--- src/sv/kea_pkg.sv ---
`timescale 1ns / 1ps
// ----------------------------------------------------------------------------
// kea_pkg
// Shared types and constants for the keyed extent aggregator.
// ----------------------------------------------------------------------------
package kea_pkg;

  localparam int NUM_KEYS     = 4096;
  localparam int TIME_BITS    = 40;
  localparam int ADDR_W       = (NUM_KEYS > 1) ? $clog2(NUM_KEYS) : 1;
  localparam int KEY_W        = 12;
  localparam int MAG_W        = 12;
  localparam int FIELD_TIME_W = 40;

  localparam logic [MAG_W-1:0] MAG_TOTAL   = MAG_W'(1020);
  localparam logic [MAG_W-1:0] MAG_ANNULAR = MAG_W'(1010);

  typedef enum logic [1:0] {
    CMD_SEED   = 2'd0,
    CMD_SAMPLE = 2'd1,
    CMD_PATH   = 2'd2,
    CMD_READ   = 2'd3
  } cmd_t;

  typedef struct packed {
    cmd_t                    command;
    logic [KEY_W-1:0]        key;
    logic [MAG_W-1:0]        magnitude;
    logic                    path_total;
    logic [FIELD_TIME_W-1:0] sample_partial_start;
    logic [FIELD_TIME_W-1:0] sample_total_start;
    logic [FIELD_TIME_W-1:0] sample_total_end;
    logic [FIELD_TIME_W-1:0] sample_partial_end;
    logic [FIELD_TIME_W-1:0] point_time;
  } in_req_t;

  typedef struct packed {
    logic [KEY_W-1:0]        out_key;
    logic [MAG_W-1:0]        out_magnitude;
    logic [FIELD_TIME_W-1:0] out_partial_start;
    logic [FIELD_TIME_W-1:0] out_total_start;
    logic [FIELD_TIME_W-1:0] out_total_end;
    logic [FIELD_TIME_W-1:0] out_partial_end;
    logic                    changed;
  } out_res_t;

  // One stored record: magnitude and four times
  typedef struct packed {
    logic [MAG_W-1:0]     mag;
    logic [TIME_BITS-1:0] ps;
    logic [TIME_BITS-1:0] ts;
    logic [TIME_BITS-1:0] te;
    logic [TIME_BITS-1:0] pe;
  } rec_t;

  localparam int REC_W = $bits(rec_t);

  typedef struct packed {
    logic clear_step;
    logic capture;
    logic commit;
  } ctrl_cmd_t;

  typedef struct packed {
    logic clear_last;
    logic out_free;
  } dp_status_t;

endpackage

--- src/sv/kea_ctrl.sv ---
`timescale 1ns / 1ps
// ----------------------------------------------------------------------------
// kea_ctrl
// Sequencer: clearing pass after reset, then read / update per request.
// ----------------------------------------------------------------------------
module kea_ctrl (
  input  logic                clk,
  input  logic                rst_n,
  input  logic                in_valid,
  output logic                in_ready,
  input  kea_pkg::dp_status_t status,
  output kea_pkg::ctrl_cmd_t  cmd
);
  import kea_pkg::*;

  typedef enum logic [1:0] {
    S_CLEAR,
    S_IDLE,
    S_CALC
  } state_t;

  state_t state_r;
  logic   in_ready_r;

  always_comb begin
    cmd.clear_step = (state_r == S_CLEAR);
    cmd.capture    = (state_r == S_IDLE) && in_valid && in_ready_r;
    cmd.commit     = (state_r == S_CALC) && status.out_free;
  end

  always_ff @(posedge clk) begin
    if (!rst_n) begin
      state_r    <= S_CLEAR;
      in_ready_r <= 1'b0;
    end else begin
      unique case (state_r)
        S_CLEAR: begin
          if (status.clear_last) begin
            state_r    <= S_IDLE;
            in_ready_r <= 1'b1;
          end
        end
        S_IDLE: begin
          if (in_valid && in_ready_r) begin
            state_r    <= S_CALC;
            in_ready_r <= 1'b0;
          end
        end
        S_CALC: begin
          // wait here while the previous result is still unclaimed
          if (status.out_free) begin
            state_r    <= S_IDLE;
            in_ready_r <= 1'b1;
          end
        end
        default: begin
          state_r    <= S_CLEAR;
          in_ready_r <= 1'b0;
        end
      endcase
    end
  end

  assign in_ready = in_ready_r;

endmodule

--- config.mk ---
export PLATFORM = sky130hd
export DESIGN_NAME = kea_ctrl
export DESIGN_NICKNAME = d
export VERILOG_FILES = /design/src/sv/kea_pkg.sv /design/src/sv/kea_ctrl.sv
export SDC_FILE = /design/constraint.sdc
export NUM_CORES = 1
export LEC_CHECK = 0
export BUFFER_PORTS_ARGS = -buffer_cell sky130_fd_sc_hd__clkbuf_2
export CAP_MARGIN = 15
export CORE_AREA = 2 2 39 41
export CTS_CLUSTER_SIZE = 10
export DETAILED_ROUTE_END_ITERATION = 16
export DIE_AREA = 0 0 41 43
export GPL_TIMING_DRIVEN = 0
export SYNTH_ARGS = -nofsm -noshare
export SYNTH_HDL_FRONTEND = slang
export SYNTH_SLANG_ARGS = --single-unit
export TNS_END_PERCENT = 10
--- constraint.sdc ---
create_clock -name clk -period 1.4 [get_ports clk]
set_input_delay 0 -clock clk [delete_from_list [all_inputs] [get_ports clk]]
set_output_delay 0 -clock clk [all_outputs]
set_load 0.005 [all_outputs]
# After elaboration in Yosys (flattened, before gate mapping)
# Index checks and enable logic that the tools add are counted.
[word_totals] regBits=3 inputBits=5 wordCells=21
[classes] n_eq_ne=5 mux=8 n_reduce_logical=6
[op_table] op="2-to-1 mux 2 bit" n=3
[op_table] op="one-hot mux 2 bit (3 select lines)" n=1
[op_table] op="logical AND 1 bit" n=4
[op_table] op="inequality test 2 bit, second input constant" n=2
[op_table] op="2-to-1 mux 1 bit" n=3
[op_table] op="one-hot mux 1 bit (3 select lines)" n=1
[op_table] op="AND reduction 3 bit" n=1
[op_table] op="equality test 2 x 1 -> 1 bit, second input constant" n=1
[op_table] op="equality test 2 bit, second input constant" n=1
[op_table] op="logical NOT 2 bit" n=1
[op_table] op="inequality test 2 x 1 -> 1 bit, second input constant" n=1

# Longest topological paths before layout
# Gate-level depths: netlist (run 1).
[depth] word_depth=3 ltp_mapped=2 depth_no_buf=2

# Worst setup path after synthesis (run 1)
# OpenSTA, ideal clock, no wires.
[synth_path] kind="reg-to-reg" startpoint="reg state_r[1]" endpoint="reg in_ready_r (netlist: in_ready)" setup_time_ns=0.116 arrival_ns=0.870 t_required_ns=1.284 slack_ns=0.413 path_stages_with_launch=3 n_path_buf=0 period_less_slack_ns=0.987 path_cell_list="dfxtp_1 -> mux2_1 -> o211a_1"
[synth_via] elab_chain_len=3
[synth_rtl] item="start, declared" line="kea_ctrl.sv:22" source="state_t state_r;"
[synth_rtl] item="start signal, assigned" line="kea_ctrl.sv:33" source="state_r <= S_CLEAR;"
[synth_rtl] item="start signal, assigned" line="kea_ctrl.sv:39" source="state_r <= S_IDLE;"
[synth_rtl] item="start signal, assigned" line="kea_ctrl.sv:45" source="state_r <= S_CALC;"
[synth_rtl] item="equality test 2 x 1 -> 1 bit, or another cell as far along" line="kea_ctrl.sv:36" source="unique case (state_r)"
[synth_rtl] item="inequality test 2 x 1 -> 1 bit (no source line) / inequality test 2 bit (equally long branches)"
[synth_rtl] item="AND reduction 3 bit (no source line)"
[synth_rtl] item="end signal, assigned" line="kea_ctrl.sv:34" source="in_ready_r <= 1'b0;"
[synth_rtl] item="end signal, assigned" line="kea_ctrl.sv:40" source="in_ready_r <= 1'b1;"
[synth_rtl] item="end signal, assigned" line="kea_ctrl.sv:46" source="in_ready_r <= 1'b0;"
[synth_rtl] item="end, declared" line="kea_ctrl.sv:23" source="logic in_ready_r;"
# Parallel ways exist; a longest one is shown, timed or not.
# A chain may end at the register's enable or synchronous reset.

# Worst setup path after layout (run 1)
# Ends and elaborated chain as after synthesis.

==> out/qor.csv, run 1 <==
metric;value;unit
initial_core_util;7.41;%
worstPathCellList;mux2_1 -> o211a_1;
antenna_left;0;
io-pin-count;9;
ys_seq_elements;2;
antenna_found_initial;0;
critPathMaxFanout;6;
num_vias;120;
max_cap_violations;0;
final_layout_size_suffix_gt1_share;52.2;%
critPathArrivalTime;1140;ps
core;1380;um^2
cts_tree;yes;
die_w;41;um
cpPeakStageDelay;380;ps
rows;14;
dpl_worst_slack;381;ps
mostFrequentLayoutCells;clkbuf_2 (8), clkbuf_4 (3), nor2_1 (2), dfxtp_1 (2);
timing_hold_violations_final;0;
firstDrtPassIters;2;
endpoint_kind;flop;
power;225;uW
fin_ws;375;ps
totalWireLength;267;um
io_buffers;8;
status;finished, final reports clean;
clk_latency;220;ps
htree_num_levels;1;
critical_path_class;flop to flop;
period_minus_slack;1030;ps
syn_area_per_cell;9.33;um^2
clock_path_buffers;2;
yosys.area.top_type_share;39.0;%
cpLargestDelayFamily;flip-flops;
cts_sinks;2;
worst_ep_required_time;1510;ps
setup-violations-final;0;
synth.area.top_cells;dfxtp_1 (39%), mux2_1 (11%), and3b_2 (9.8%), o211a_1 (9.8%), nor2_1 (7.3%);
ys.warnings.count;0;
die_y;43;um
syn_area;103;um^2
crit_slowest_cell;dfxtp_1;
leakagePower;0.0000980;uW
globalplace.congestion;0.418;
fin_crit_sh;73.2;%
power_density;1150;nW/um^2
grt_max_degree;8;
rsz0062_at_grt;no;
netlist_instances;11;
setup.worst_path.start_class;flop;
yosysTopAreaCell;dfxtp_1;
postCtsSetupRepairBufs;0;
tns;0;ps
yosysSeqAreaShare;39.0;%
dieArea;1760;um^2
vias_per_cell;3.08;
hold_class;input port to flop;
fmax;975;MHz
drc;0;
wire_per_inst;6.85;um
fin_nets;30;
cp_num_buf_inv;0;
grt_pass1_vias;93;
syn_nets;16;
slew_violations;0;
n_antenna_cell;0;
clk_pin_slew_worst_paths;30;ps
ir_drop;0.135;mV
slew_headroom;86.9;%
grt_usage;3.51;%
numCtsBuffers;3;
ys_types;9;
drtIter0Drc;1;
grt-ovfl-total;0;
area.growth.synth_to_final;90.2;%
grt_pass1_wl;276;um
tightest_slew;196;ps
finClkSkew;0.801;ps
root_buffer;clkbuf_4;
final_common_cell;clkbuf_2;
==> worst register-to-register path, stage by stage, from the launching register on <==
cell and delay (ps):
dfxtp_1 380, mux2_1 330, o211a_1 200
==> registers in the layout, indices dropped and copies added (netlist names) <==
signal and count:
in_ready 1, state_r 1
==> cell usage after synthesis, drive strengths merged <==
cell,n
and3b,1
o211a,1
o21ai,1
dfxtp,2
nand2,1
mux2,1
nor3b,1
o21a,1
nor2,2
==> cells by family after synthesis <==
logic type,Yosys count,share of synthesized area [%]
AO/OA/AOI/OAI,3,21.9
multiplexers,1,11.0
flip-flops,2,39.0
AND/OR/NAND/NOR,5,28.1
==> final timing paths <==
check / slack [ps] / cells past startpoint / startpoint / endpoint
hold reg to reg: 610 / 2 / in_ready$_SDFFE_PN0P_ / in_ready$_SDFFE_PN0P_
setup / recovery: 370 / 2 / state_r[1]$_SDFFE_PN0P_ / in_ready$_SDFFE_PN0P_
setup reg to reg: 370 / 2 / state_r[1]$_SDFFE_PN0P_ / in_ready$_SDFFE_PN0P_
hold / removal: 100 / 3 / in_valid / in_ready$_SDFFE_PN0P_
==> report_power, final <==
group / switching (uW) / leakage, uW / total [uW] / internal, uW
registers: 6.00 / 0.0000165 / 67.8 / 61.8
logic: 10.9 / 0.0000677 / 29.8 / 18.9
clock network: 32.7 / 0.0000138 / 127 / 94.6
==> final cells by class <==
type	count	area (um^2)
tap	16	20.0
sequential	2	40.0
fill	154	1190
clock buffer	3	22.5
timing repair buffer	9	50.0
multi-input combinational	9	62.6
==> through the flow <==
step / std cells / util, % / instance area [um^2] / hold WS [ps]
after floorplan: 11 / - / 103 / 81.7
after global placement: 35 / 11.8 / 163 / 240
after detailed placement: 35 / 11.8 / 163 / 237
after CTS: 39 / 14.1 / 195 / 86.8
after global routing: 39 / 14.1 / 195 / 105
final: 39 / 14.1 / 195 / 97.5
==> timing repair <==
action	in CTS	in global routing
hold buffers	1	0
endpoints found under the hold margin	1	0
resized for setup	0	0
==> routing by layer <==
| metal | up-vias | track usage (%) | share of wire [%] |
|---|---|---|---|
| li1 | 66 | - | - |
| met1 | 45 | 0.958 | 41 |
| met2 | 9 | 3.44 | 38 |
| met3 | 0 | 7.85 | 21 |
| met4 | 0 | 4.00 | 0 |
| met5 | - | 0 | 0 |
(Power assumes the default switching activity.)
==> inputs of run 2 (changes only) <==
- clock period: 1.4 -> 1 ns (I/O delays scaled with it)
==> out/qor.csv, run 2 (same netlist as run 1, synthesis figures left out) <==
metric;value;unit;change
vias_per_cell;3.36;;+9.2%
power_density;1560;nW/um^2;+36%
fmax;1040;MHz;+6.3%
clock_path_buffers;2;;unchanged
place_area;163;um^2;unchanged
regArea;45.0;um^2;+12%
setup-violations-final;0;;unchanged
n_antenna_cell;0;;unchanged
fill_cells;158;;+2.6%
die_y;43;um;unchanged
cpPeakStageDelay;360;ps;-20 ps
hold_class;input port to flop;;
worstPathCellList;mux2_4 -> o211a_1;;
initial_core_util;7.41;%;unchanged
ff2ff_setup_slack;40;ps;-340 ps
slew_headroom;89.4;%;+2.5 points
critical_path_class;flop to flop;;
mostFrequentLayoutCells;clkbuf_2 (8), clkbuf_4 (3), nor2_1 (2);;
firstDrtPassIters;2;;unchanged
final_common_cell;clkbuf_2;;
timing_hold_violations_final;0;;unchanged
final_area;204;um^2;+4.5%
root_buffer;clkbuf_4;;
postCtsSetupRepairBufs;0;;unchanged
leakagePower;0.000102;uW;+4.1%
r2r_end;in_ready$_SDFFE_PN0P_;;
cts_tree;yes;;
finClkSkew;0.709;ps;-0.0916 ps
setup.worst_path.start_class;flop;;
swShare;22.3;%;+0.23 points
critPathMaxFanout;6;;unchanged
clk_latency;220;ps;about the same
clkPwrFrac;55.9;%;-0.7 points
multi_input_area;66.3;um^2;+6.0%
rows;14;;unchanged
endpoint_kind;flop;;
cp_num_buf_inv;0;;unchanged
grt_pass1_wl;276;um;unchanged
slew_violations;0;;unchanged
io_buffers;8;;unchanged
r2r_cells;2;;unchanged
totalWireLength;304;um;+14%
crit_cells;2;;unchanged
holdWs;97.1;ps;-0.397 ps
status;finished, final reports clean;;
pwr-share-seq;29.8;%;-0.3 points
combPwrFrac;14.3;%;+1.0 points
fin_nets;30;;unchanged
dpl_worst_slack;-19.4;ps;-400 ps
wire_per_inst;7.79;um;+14%
hold_end;in_ready$_SDFFE_PN0P_;;
fin_crit_sh;96.4;%;+23 points
area.growth.synth_to_final;98.8;%;
hold_depth;3;;unchanged
ir_drop;0.190;mV;+41%
antenna_left;0;;unchanged
max_cap_violations;0;;unchanged
power.switching;71.2;uW;+43%
r2r-start;state_r[1]$_SDFFE_PN0P_;;
tns;0;ps;unchanged
critPathArrivalTime;1070;ps;-70 ps
grt_pass1_vias;93;;unchanged
internal-power;248;uW;+41%
tightest_slew;159;ps;-37.1 ps
num_vias;131;;+9.2%
core;1380;um^2;unchanged
cpLargestDelayFamily;flip-flops;;
drtIter0Drc;3;;+2
crit_slowest_cell;dfxtp_4;;
cts_sinks;2;;unchanged
grt_usage;3.51;%;unchanged
period_minus_slack;964;ps;-60.9 ps
die_w;41;um;unchanged
fin_ws;35.6;ps;-339 ps
final_layout_size_suffix_gt1_share;65.2;%;+13 points
dieArea;1760;um^2;unchanged
htree_num_levels;1;;unchanged
globalplace.congestion;0.418;;unchanged
antenna_found_initial;0;;unchanged
rsz0062_at_grt;no;;
clk_pin_slew_worst_paths;30;ps;about the same
worst_ep_required_time;1110;ps;-400 ps
grt_max_degree;8;;unchanged
grt-ovfl-total;0;;unchanged
io-pin-count;9;;unchanged
numCtsBuffers;3;;unchanged
min-delay-start;in_valid;;
drc;0;;unchanged
run 2: changes by cell type in the layout (fill, tap and decap cells not counted):
cell | before | now
mux2_1 | 1 | 0
dfxtp_1 | 2 | 0
dfxtp_4 | 0 | 1
dfxtp_2 | 0 | 1
mux2_4 | 0 | 1
run 2: how the worst max path moves through the flow:
stage	startpoint	to	slack, ps
after floorplan	state_r[1]$_SDFFE_PN0P_	in_ready$_SDFFE_PN0P_	10
after global placement	state_r[1]$_SDFFE_PN0P_	in_ready$_SDFFE_PN0P_	-30
after detailed placement	state_r[1]$_SDFFE_PN0P_	in_ready$_SDFFE_PN0P_	-20
after CTS	state_r[1]$_SDFFE_PN0P_	in_ready$_SDFFE_PN0P_	20
after global routing	state_r[1]$_SDFFE_PN0P_	in_ready$_SDFFE_PN0P_	3
final	state_r[1]$_SDFFE_PN0P_	in_ready$_SDFFE_PN0P_	40
run 2: power by group through the flow:
stage	clock network [uW]	logic, uW	registers [uW]
floorplan	0	16.9	94.8
global placement	0	38.9	95.6
detailed placement	0	39.1	95.7
CTS	195	42.2	95.1
global route	199	50.6	96.2
finish	178	45.6	95.0
run 2: routing by layer:
metal | vias to the layer above | GRT usage, % | part of all wire (%)
li1 | 66 | - | -
met1 | 56 | 0.958 | 37
met2 | 9 | 3.44 | 44
met3 | 0 | 7.85 | 18
met4 | 0 | 4.00 | 0
met5 | - | 0 | 0
run 2: tightest hold or removal path, stage by stage:
cell      delay [ps]
clkbuf_2          90
o21ai_0           70
o211a_1          120
run 2: through the flow:
stage	std cells	power, uW	util (%)
after floorplan	11	112	-
after global routing	39	346	14.7
after global placement	35	134	11.8
final	39	319	14.7
after detailed placement	35	135	11.8
after CTS	39	332	14.2
run 2: area by class of cell:
class	instances	share of cell area [%]
Multi-Input combinational cell	9	32.5
Timing Repair Buffer	9	24.5
Sequential cell	2	22.1
Clock buffer	3	11.0
Tap cell	16	9.82
run 2: timing repair:
| action | in CTS | in global routing |
|---|---|---|
| endpoints found under the setup margin | 1 | 2 |
| gates resized for setup | 1 | 3 |
| hold buffers | 1 | 0 |
| endpoints found under the hold margin | 1 | 0 |
